==> src/rtl/sjb_pkg.sv <==
// sjb_pkg: shared types and codes for the sequenced jitter buffer
// no dependencies; used by sjb_cmp and sequenced_jitter_buffer_top
package sjb_pkg;

  // request type codes
  localparam logic REQ_ARRIVAL = 1'b0;
  localparam logic REQ_TICK    = 1'b1;

  // result kind codes
  localparam logic [2:0] K_ACCEPT  = 3'd0;
  localparam logic [2:0] K_LATE    = 3'd1;
  localparam logic [2:0] K_DUP     = 3'd2;
  localparam logic [2:0] K_TRIM    = 3'd3;
  localparam logic [2:0] K_PLAY    = 3'd4;
  localparam logic [2:0] K_CONCEAL = 3'd5;
  localparam logic [2:0] K_WAIT    = 3'd6;
  localparam logic [2:0] K_STOP    = 3'd7;

  // reset value of the prebuffer register
  localparam logic [3:0] PREBUF_RESET = 4'd2;

  // one queue entry as held in the ram
  typedef struct packed {
    logic [15:0] seq;
    logic [15:0] hnd;
  } entry_t;

  // result of the shared sequence comparator
  typedef struct packed {
    logic newer;
    logic same;
  } cmp_res_t;

endpackage

==> src/rtl/sjb_ram.sv <==
// sjb_ram: generic single-write, single-read ram with registered read data
// no dependencies
module sjb_ram #(
  parameter int WIDTH = 32,
  parameter int DEPTH = 11
) (
  input  logic                     clk,
  input  logic                     we,
  input  logic [$clog2(DEPTH)-1:0] waddr,
  input  logic [WIDTH-1:0]         wdata,
  input  logic                     re,
  input  logic [$clog2(DEPTH)-1:0] raddr,
  output logic [WIDTH-1:0]         rdata
);

  logic [WIDTH-1:0] mem [DEPTH];

  // write port and registered read port
  always_ff @(posedge clk) begin
    if (we) begin
      mem[waddr] <= wdata;
    end
    if (re) begin
      rdata <= mem[raddr];
    end
  end

endmodule

==> src/rtl/sjb_cmp.sv <==
// sjb_cmp: shared serial-number comparator for 16-bit sequence numbers
// depends on sjb_pkg
module sjb_cmp (
  input  logic [15:0]       a,
  input  logic [15:0]       b,
  output sjb_pkg::cmp_res_t res
);

  logic [15:0] diff;

  // a is newer than b when the wrapped distance is in the lower half range
  always_comb begin
    diff      = a - b;
    res.same  = (diff == 16'd0);
    res.newer = (diff != 16'd0) && !diff[15];
  end

endmodule

==> src/rtl/sequenced_jitter_buffer_top.sv <==
// sequenced_jitter_buffer_top: jitter buffer sequencer, queue ring and output register
// depends on sjb_pkg, sjb_ram, sjb_cmp
// arrival: late check, else queue search (read, compare per entry), shift of later entries
//   (read, write each), insert, a read and emit per trimmed frame, a reload of the expected
//   sequence; tick: wait check, head read, then play, conceal or stop; req_stall is high while
// busy; a result waiting in the output register holds the sequencer; sync reset clears count,
// head, play state, expected sequence and prebuffer (to 2), not the queue ram
module sequenced_jitter_buffer_top #(
  parameter int MAX_DEPTH = 10
) (
  input  logic        clk,
  input  logic        rst,
  // request channel
  input  logic        req_valid,
  output logic        req_stall,
  input  logic        req_type,
  input  logic [15:0] sequence_req,
  input  logic [15:0] payload_handle,
  // result channel
  output logic        res_valid,
  input  logic        res_stall,
  output logic [2:0]  kind,
  output logic [15:0] handle,
  output logic [15:0] frame_sequence,
  output logic        last,
  // configuration channel
  input  logic        cfg_valid,
  output logic        cfg_ready,
  input  logic [3:0]  cfg_data
);

  localparam int SLOTS = MAX_DEPTH + 1;
  localparam int AW    = $clog2(SLOTS);
  localparam int CW    = $clog2(SLOTS + 1);

  // sequencer states
  localparam logic [3:0] S_IDLE      = 4'd0;
  localparam logic [3:0] S_ARR_LATE  = 4'd1;
  localparam logic [3:0] S_SRCH_RD   = 4'd2;
  localparam logic [3:0] S_SRCH_CMP  = 4'd3;
  localparam logic [3:0] S_SHF_RD    = 4'd4;
  localparam logic [3:0] S_SHF_WR    = 4'd5;
  localparam logic [3:0] S_INS       = 4'd6;
  localparam logic [3:0] S_TRIM_RD   = 4'd7;
  localparam logic [3:0] S_TRIM_EMIT = 4'd8;
  localparam logic [3:0] S_EXP_RD    = 4'd9;
  localparam logic [3:0] S_EXP_SET   = 4'd10;
  localparam logic [3:0] S_TICK      = 4'd11;
  localparam logic [3:0] S_TICK_RD   = 4'd12;
  localparam logic [3:0] S_TICK_CMP  = 4'd13;

  logic [3:0]    state;
  logic [15:0]   rseq;
  logic [15:0]   rhnd;
  logic [CW-1:0] at;
  logic [CW-1:0] idx;
  logic [CW-1:0] count;
  logic [AW-1:0] head;
  logic          playing;
  logic          start;
  logic [15:0]   expected;
  logic [3:0]    prebuf;

  logic [CW-1:0] keep;
  logic [CW-1:0] count_dec;
  logic [AW-1:0] head_next;
  logic [CW-1:0] rd_off;
  logic [CW-1:0] wr_off;
  logic [CW:0]   rd_sum;
  logic [CW:0]   wr_sum;
  logic [AW-1:0] rd_addr;
  logic [AW-1:0] wr_addr;
  logic          re;
  logic          we;
  sjb_pkg::entry_t wdata;
  sjb_pkg::entry_t rdata;
  logic [15:0]   cmp_a;
  logic [15:0]   cmp_b;
  sjb_pkg::cmp_res_t cmp;
  logic [15:0]   exp_eff;

  logic          emit;
  logic          can_load;
  logic [2:0]    e_kind;
  logic [15:0]   e_handle;
  logic [15:0]   e_seq;
  logic          e_last;

  assign req_stall = (state != S_IDLE);
  assign cfg_ready = 1'b1;
  assign can_load  = !res_valid || !res_stall;
  assign count_dec = count - CW'(1);
  assign exp_eff   = start ? rdata.seq : expected;

  // effective prebuffer depth, clamped to 1..MAX_DEPTH
  always_comb begin
    if (prebuf == 4'd0) begin
      keep = CW'(1);
    end else if (32'(prebuf) > MAX_DEPTH) begin
      keep = CW'(MAX_DEPTH);
    end else begin
      keep = CW'(prebuf);
    end
  end

  // ring addressing: queue offset plus head, wrapped once
  always_comb begin
    rd_sum = (CW+1)'(head) + (CW+1)'(rd_off);
    wr_sum = (CW+1)'(head) + (CW+1)'(wr_off);
    if (rd_sum >= (CW+1)'(SLOTS)) begin
      rd_sum = rd_sum - (CW+1)'(SLOTS);
    end
    if (wr_sum >= (CW+1)'(SLOTS)) begin
      wr_sum = wr_sum - (CW+1)'(SLOTS);
    end
    rd_addr = rd_sum[AW-1:0];
    wr_addr = wr_sum[AW-1:0];
    if (32'(head) == SLOTS - 1) begin
      head_next = '0;
    end else begin
      head_next = head + AW'(1);
    end
  end

  // per-state datapath control: ram ports, comparator operands, result fields
  always_comb begin
    re       = 1'b0;
    we       = 1'b0;
    rd_off   = '0;
    wr_off   = '0;
    wdata    = rdata;
    cmp_a    = rseq;
    cmp_b    = rseq;
    emit     = 1'b0;
    e_kind   = sjb_pkg::K_ACCEPT;
    e_handle = 16'd0;
    e_seq    = 16'd0;
    e_last   = 1'b1;
    unique case (state)
      S_ARR_LATE: begin
        cmp_a = rseq;
        cmp_b = expected - 16'd1;
        if (playing && !cmp.newer) begin
          emit     = 1'b1;
          e_kind   = sjb_pkg::K_LATE;
          e_handle = rhnd;
          e_seq    = rseq;
        end
      end
      S_SRCH_RD: begin
        re     = (at != count);
        rd_off = at;
      end
      S_SRCH_CMP: begin
        cmp_a = rdata.seq;
        cmp_b = rseq;
        if (cmp.same) begin
          emit     = 1'b1;
          e_kind   = sjb_pkg::K_DUP;
          e_handle = rhnd;
          e_seq    = rseq;
        end
      end
      S_SHF_RD: begin
        re     = (idx != at);
        rd_off = idx - CW'(1);
      end
      S_SHF_WR: begin
        we     = 1'b1;
        wr_off = idx;
        wdata  = rdata;
      end
      S_INS: begin
        we        = can_load;
        wr_off    = at;
        wdata.seq = rseq;
        wdata.hnd = rhnd;
        emit      = 1'b1;
        e_kind    = sjb_pkg::K_ACCEPT;
        e_handle  = rhnd;
        e_seq     = rseq;
        e_last    = (count != CW'(MAX_DEPTH));
      end
      S_TRIM_RD: begin
        re = 1'b1;
      end
      S_TRIM_EMIT: begin
        emit     = 1'b1;
        e_kind   = sjb_pkg::K_TRIM;
        e_handle = rdata.hnd;
        e_seq    = rdata.seq;
        e_last   = (count_dec == keep);
      end
      S_EXP_RD: begin
        re = 1'b1;
      end
      S_EXP_SET: begin
        re = 1'b0;
      end
      S_TICK: begin
        if (!playing && (count < keep)) begin
          emit   = 1'b1;
          e_kind = sjb_pkg::K_WAIT;
        end
      end
      S_TICK_RD: begin
        if (count == '0) begin
          emit   = 1'b1;
          e_kind = sjb_pkg::K_STOP;
          e_seq  = expected;
        end else begin
          re = 1'b1;
        end
      end
      S_TICK_CMP: begin
        cmp_a = rdata.seq;
        cmp_b = exp_eff;
        emit  = 1'b1;
        e_seq = exp_eff;
        if (cmp.same) begin
          e_kind   = sjb_pkg::K_PLAY;
          e_handle = rdata.hnd;
        end else begin
          e_kind = sjb_pkg::K_CONCEAL;
        end
      end
      default: begin
        re = 1'b0;
      end
    endcase
  end

  // queue storage
  sjb_ram #(
    .WIDTH($bits(sjb_pkg::entry_t)),
    .DEPTH(SLOTS)
  ) u_ram (
    .clk  (clk),
    .we   (we),
    .waddr(wr_addr),
    .wdata(wdata),
    .re   (re),
    .raddr(rd_addr),
    .rdata(rdata)
  );

  // shared sequence comparator
  sjb_cmp u_cmp (
    .a  (cmp_a),
    .b  (cmp_b),
    .res(cmp)
  );

  // output register
  always_ff @(posedge clk) begin
    if (rst) begin
      res_valid <= 1'b0;
    end else if (emit && can_load) begin
      res_valid <= 1'b1;
    end else if (!res_stall) begin
      res_valid <= 1'b0;
    end
  end

  always_ff @(posedge clk) begin
    if (emit && can_load) begin
      kind           <= e_kind;
      handle         <= e_handle;
      frame_sequence <= e_seq;
      last           <= e_last;
    end
  end

  // configuration register
  always_ff @(posedge clk) begin
    if (rst) begin
      prebuf <= sjb_pkg::PREBUF_RESET;
    end else if (cfg_valid && cfg_ready) begin
      prebuf <= cfg_data;
    end
  end

  // request payload capture
  always_ff @(posedge clk) begin
    if (state == S_IDLE && req_valid) begin
      rseq <= sequence_req;
      rhnd <= payload_handle;
    end
  end

  // sequencer
  always_ff @(posedge clk) begin
    if (rst) begin
      state    <= S_IDLE;
      count    <= '0;
      head     <= '0;
      playing  <= 1'b0;
      start    <= 1'b0;
      expected <= 16'd0;
      at       <= '0;
      idx      <= '0;
    end else begin
      unique case (state)
        S_IDLE: begin
          if (req_valid) begin
            state <= (req_type == sjb_pkg::REQ_TICK) ? S_TICK : S_ARR_LATE;
          end
        end
        S_ARR_LATE: begin
          if (emit) begin
            if (can_load) begin
              state <= S_IDLE;
            end
          end else begin
            at    <= '0;
            state <= S_SRCH_RD;
          end
        end
        S_SRCH_RD: begin
          if (at == count) begin
            idx   <= count;
            state <= S_SHF_RD;
          end else begin
            state <= S_SRCH_CMP;
          end
        end
        S_SRCH_CMP: begin
          if (cmp.same) begin
            if (can_load) begin
              state <= S_IDLE;
            end
          end else if (cmp.newer) begin
            idx   <= count;
            state <= S_SHF_RD;
          end else begin
            at    <= at + CW'(1);
            state <= S_SRCH_RD;
          end
        end
        S_SHF_RD: begin
          state <= (idx == at) ? S_INS : S_SHF_WR;
        end
        S_SHF_WR: begin
          idx   <= idx - CW'(1);
          state <= S_SHF_RD;
        end
        S_INS: begin
          if (can_load) begin
            count <= count + CW'(1);
            state <= (count == CW'(MAX_DEPTH)) ? S_TRIM_RD : S_IDLE;
          end
        end
        S_TRIM_RD: begin
          state <= S_TRIM_EMIT;
        end
        S_TRIM_EMIT: begin
          if (can_load) begin
            head  <= head_next;
            count <= count_dec;
            state <= (count_dec > keep) ? S_TRIM_RD : S_EXP_RD;
          end
        end
        S_EXP_RD: begin
          state <= S_EXP_SET;
        end
        S_EXP_SET: begin
          expected <= rdata.seq;
          state    <= S_IDLE;
        end
        S_TICK: begin
          if (!playing) begin
            if (count < keep) begin
              if (can_load) begin
                state <= S_IDLE;
              end
            end else begin
              playing <= 1'b1;
              start   <= 1'b1;
              state   <= S_TICK_RD;
            end
          end else begin
            start <= 1'b0;
            state <= S_TICK_RD;
          end
        end
        S_TICK_RD: begin
          if (count == '0) begin
            if (can_load) begin
              playing <= 1'b0;
              state   <= S_IDLE;
            end
          end else begin
            state <= S_TICK_CMP;
          end
        end
        S_TICK_CMP: begin
          if (can_load) begin
            expected <= exp_eff + 16'd1;
            if (cmp.same) begin
              head  <= head_next;
              count <= count_dec;
            end
            state <= S_IDLE;
          end
        end
        default: begin
          state <= S_IDLE;
        end
      endcase
    end
  end

  // queue never holds more than the ring size
  assert property (@(posedge clk) disable iff (rst) 32'(count) <= SLOTS)
    else $error("queue count beyond ring size");

  // ring head stays inside the ram
  assert property (@(posedge clk) disable iff (rst) 32'(head) < SLOTS)
    else $error("ring head out of range");

  // an accepted request always starts the sequencer
  assert property (@(posedge clk) disable iff (rst)
    (req_valid && !req_stall) |=> (state != S_IDLE))
    else $error("request accepted but sequencer stayed idle");

  // a stop result always leaves playout stopped
  assert property (@(posedge clk) disable iff (rst)
    (emit && can_load && e_kind == sjb_pkg::K_STOP) |=> !playing)
    else $error("stop reported while still playing");

  // a trim only happens from a full queue down toward the prebuffer depth
  assert property (@(posedge clk) disable iff (rst)
    (state == S_TRIM_EMIT) |-> (count > keep))
    else $error("trim with queue already at prebuffer depth");

endmodule

==> config.mk <==
export PLATFORM = sky130hd
export DESIGN_NAME = sequenced_jitter_buffer_top
export DESIGN_NICKNAME = d
export VERILOG_FILES = /design/src/rtl/sjb_pkg.sv /design/src/rtl/sjb_ram.sv /design/src/rtl/sjb_cmp.sv /design/src/rtl/sequenced_jitter_buffer_top.sv
export SDC_FILE = /design/constraint.sdc
export NUM_CORES = 1
export LEC_CHECK = 0
export BUFFER_PORTS_ARGS = -buffer_cell sky130_fd_sc_hd__buf_2
export CAP_MARGIN = 25
export CELL_PAD_IN_SITES_DETAIL_PLACEMENT = 1
export CELL_PAD_IN_SITES_GLOBAL_PLACEMENT = 1
export CORE_MARGIN = 5
export CORE_UTILIZATION = 51
export CTS_CLUSTER_SIZE = 20
export DETAILED_ROUTE_END_ITERATION = 16
export PLACE_DENSITY_LB_ADDON = 0.1
export SLEW_MARGIN = 20
export SYNTH_ARGS = -nofsm -noshare
export SYNTH_HDL_FRONTEND = slang
export SYNTH_SLANG_ARGS = --single-unit
==> constraint.sdc <==
create_clock -name clk -period 8.2 [get_ports clk]
set_input_delay 0.82 -clock clk [delete_from_list [all_inputs] [get_ports clk]]
set_output_delay 0.82 -clock clk [all_outputs]
set_load 0.02 [all_outputs]
==> reports/summary.txt <==
crit path cell chain - and4b_1 -> buf_4 -> a21oi_1 -> buf_4 -> mux2_2 -> ha_1 -> a21oi_1 -> nor2_1 -> a211oi_1 -> a21oi_1 -> nor4_1 -> nand4_1 -> nand2_1 -> a21oi_4 -> a31oi_4 -> buf_4
RSZ-0062 raised after global routing - no
Fillers - 4,585
Max IR drop VDD - 245.6 µV
Pwr Density - 332.3 nW/µm²
initial antenna violation count - 0
worst r2r path cells - 16
largest net degree at the start of global routing - 192
placed cells - 2,503
DRT iter0 DRCs - 1,173
largest area contributor in the netlist - edfxtp_1
Synth Register Bits - 495
HPWL Detailed - 38.57 mm
share of total power in the clock network - 0.267
drt via density - 6.171
Setup crit start - state[1]
Finish-stage setup viols - 0
final worst path period need - 6.250 ns
num rows - 78
critical path required time - 8.44 ns
Synth Warn # - 0
largest family of logic cells by synthesized area - compound AO/OA/AOI/OAI gates
Antenna Nets Post-Route - 0
Synth cell types - 82
post-synthesis xor/xnor area fraction - 0.01826
synthesized instance count - 1,920
vias in the first global route - 16,530
CP max stage delay - 0.78 ns
Final Wtd Congestion - 0.8693
# clock sinks - 495
top cells by count, synth - 452 x edfxtp_1, 137 x a21oi_1, 134 x nor2_1
max-cap viol count - 0
post-synthesis mux area share - 0.06395
TritonCTS Buffers - 52
ys async rst share - 0
CTS Buffer Depth - 3
Root Driver - clkbuf_16
DR DRC count - 0
Post-Synth Adder-Cell Area - 0.02349
Die W - 224.4 µm
share of layout cells above drive strength 1 - 0.1288
Avg Cell Area, Syn - 12.21 µm²
Post-Synthesis Net Count - 2,004
Finished Layout Cells - 2,604
Worst EP arrival - 6.49 ns
final WL - 64.07 mm
post-CTS sizing - 0
Skew-Pair Late Insertion Delay - 0.61 ns
Fin Setup TNS - 0 ns
Setup crit end kind - register
LEAKAGE - 9.011 nW
crit start category - register
post-route cell area - 26,270 µm²
dominant synthesized flop cell - edfxtp_1
total grt overflow - 0
critical path type - register to register
die area - 50,340 µm²
synth top area cells - edfxtp_1 58%, mux2i_1 5.3%, dfxtp_1 3.7%
DRT Pass-1 Iters - 5
I/O pins - 81
H-Tree Depth - 2
HP Class - primary input to register
placed standard-cell area - 24,540 µm²
Worst-Margin Slew - 1.083 ns
top fanout value on the critical path - 30
fin nets - 2,047
R2R setup slack - 1.95 ns
post-route clock period utilization - 0.7622
clock skew - 0.02811 ns
Comb power frac - 0.354
CTS tree - yes
CTS hold repair buffers - 0
via count - 16,070
clock slew seen by the registers of the worst setup and hold paths - 0.06 ns
compound-cell area share of the yosys netlist - 0.1493
Max Slew Vio Count - 0
CP max-delay cell - dfxtp_1
global-route wire length before repair - 98.55 mm
Die H - 224.4 µm
status - finished, final reports clean
crit path capture - frame_sequence[9]
WL per Instance - 24.60 µm
Post-synth EDFFs - 452
mapped cell area - 23,440 µm²
IO buf count - 79
r2r endpoint - frame_sequence[9]
Initial Utilization - 0.5165
area grow syn2layout - 12.10%
setup bufs post-CTS - 0
most frequent cell after synthesis - edfxtp_1
Yosys top cell area share - 0.5791
P_sw - 3.151 mW
final hold violation count - 0
FMAX - 0.1600 GHz
Core Footprint - 45,380 µm²
RR Startpoint - state[1]
part of the Yosys area used for sequential elements - 0.6158
simple-gate share of the synthesized area - 0.09705
sequential power share - 0.380
GR Util All Layers - 0.2499
Switching Fraction - 0.3610
Internal Power - 5.578 mW
slew margin rel. - 0.2704
## stage by stage
stage / util / hold slack [ns] / worst slack [ns] / total power, mW
2_1_floorplan: - / 0.4630 / 1.555 / 5.478
3_3_place_gp: 0.5400 / 0.4900 / 2.249 / 6.271
3_5_place_dp: 0.5408 / 0.5100 / 2.056 / 6.398
4_1_cts: 0.5782 / 0.3520 / 2.008 / 8.755
5_1_grt: 0.5789 / 0.3550 / 1.566 / 9.175
6_report: 0.5789 / 0.3859 / 1.950 / 8.730
## cell type report
type                       instances  area (µm²)  share of cell area
timing repair buffer             124       745.7             0.02838
inverter                          54       202.7            0.007715
clock inverter                    35       347.8             0.01324
clock buffer                      59        1349             0.05134
sequential                       495       14440              0.5494
tap                              600       750.7             0.02857
antenna                            1       2.502          0.00009525
multi-input combinational       1236        8439              0.3212
## critical path, delay by kind of cell, from the launching register on
family | cells | cell delay (ns)
buffers and inverters | 3 | 1.04
and+or+nand+nor | 5 | 1.43
AOI/OAI and AO/OA | 6 | 1.84
muxes | 1 | 0.38
DFF | 1 | 0.78
adders and majority gates | 1 | 0.35
## per-layer routing
| layer | vias to the layer above | part of all wire | GRT usage | wire (µm) |
|---|---|---|---|---|
| met5 | - | 0 | 0 | 0 |
| met2 | 415 | 0.49 | 0.4212 | 31700 |
| met1 | 8179 | 0.43 | 0.3446 | 27850 |
| li1 | 7375 | - | - | - |
| met3 | 100 | 0.046 | 0.03067 | 2968 |
| met4 | 0 | 0.024 | 0.07248 | 1552 |
## power by group through the flow
| stage | Combinational [mW] | Clock, mW | Sequential (mW) |
|---|---|---|---|
| 2_1_floorplan | 2.16 | 0 | 3.31 |
| 3_3_place_gp | 2.91 | 0 | 3.36 |
| 3_5_place_dp | 3.04 | 0 | 3.36 |
| 4_1_cts | 3.06 | 2.38 | 3.31 |
| 5_1_grt | 3.35 | 2.50 | 3.33 |
| 6_report | 3.09 | 2.33 | 3.32 |
## placed cells by master (no fill, tap or decap), types with 22 or more instances in the layout
master / Yosys / final
a21oi_1: 137 / 137
xor2_1: 23 / 23
buf_4: 2 / 32
nor2b_1: 80 / 77
edfxtp_1: 452 / 452
mux2i_1: 125 / 124
dfxtp_1: 43 / 42
clkbuf_16: 0 / 53
xnor2_1: 24 / 24
ha_1: 40 / 40
o21ai_0: 111 / 93
inv_1: 54 / 54
buf_2: 18 / 85
nand2_1: 131 / 131
mux2_2: 22 / 22
a211oi_1: 108 / 108
nor2_1: 134 / 126
a221o_1: 32 / 32
o21ai_1: 4 / 22
## kinds of logic (layout without fill, tap and decap cells)
logic type | after synthesis | after routing
flops | 495 | 495
compound gates | 530 | 530
xor+xnor | 48 | 48
mux | 147 | 147
other cells | 1 | 2
fa+ha+maj | 43 | 43
buf+inv | 189 | 272
simple gates | 467 | 467
## registers in the layout, summed over array words and instances (netlist names)
name / count
expected: 16
handle: 16
count: 4
idx: 4
frame_sequence: 16
head: 4
rhnd: 16
last: 1
start: 1
prebuf: 4
u_ram.mem: 352
at: 4
playing: 1
state: 4
rseq: 16
u_ram.rdata: 32
res_valid: 1
kind: 3
## worst min-delay path by stage
| stage | startpoint | to | cells past startpoint |
|---|---|---|---|
| after floorplan | prebuf[0] | prebuf[0] | 2 |
| after global placement | prebuf[0] | prebuf[0] | 2 |
| after detailed placement | prebuf[0] | prebuf[0] | 2 |
| after CTS | payload_handle[3] | rhnd[3] | 1 |
| after global routing | payload_handle[15] | rhnd[15] | 1 |
| final | payload_handle[3] | rhnd[3] | 1 |
(Power assumes the default switching activity.)
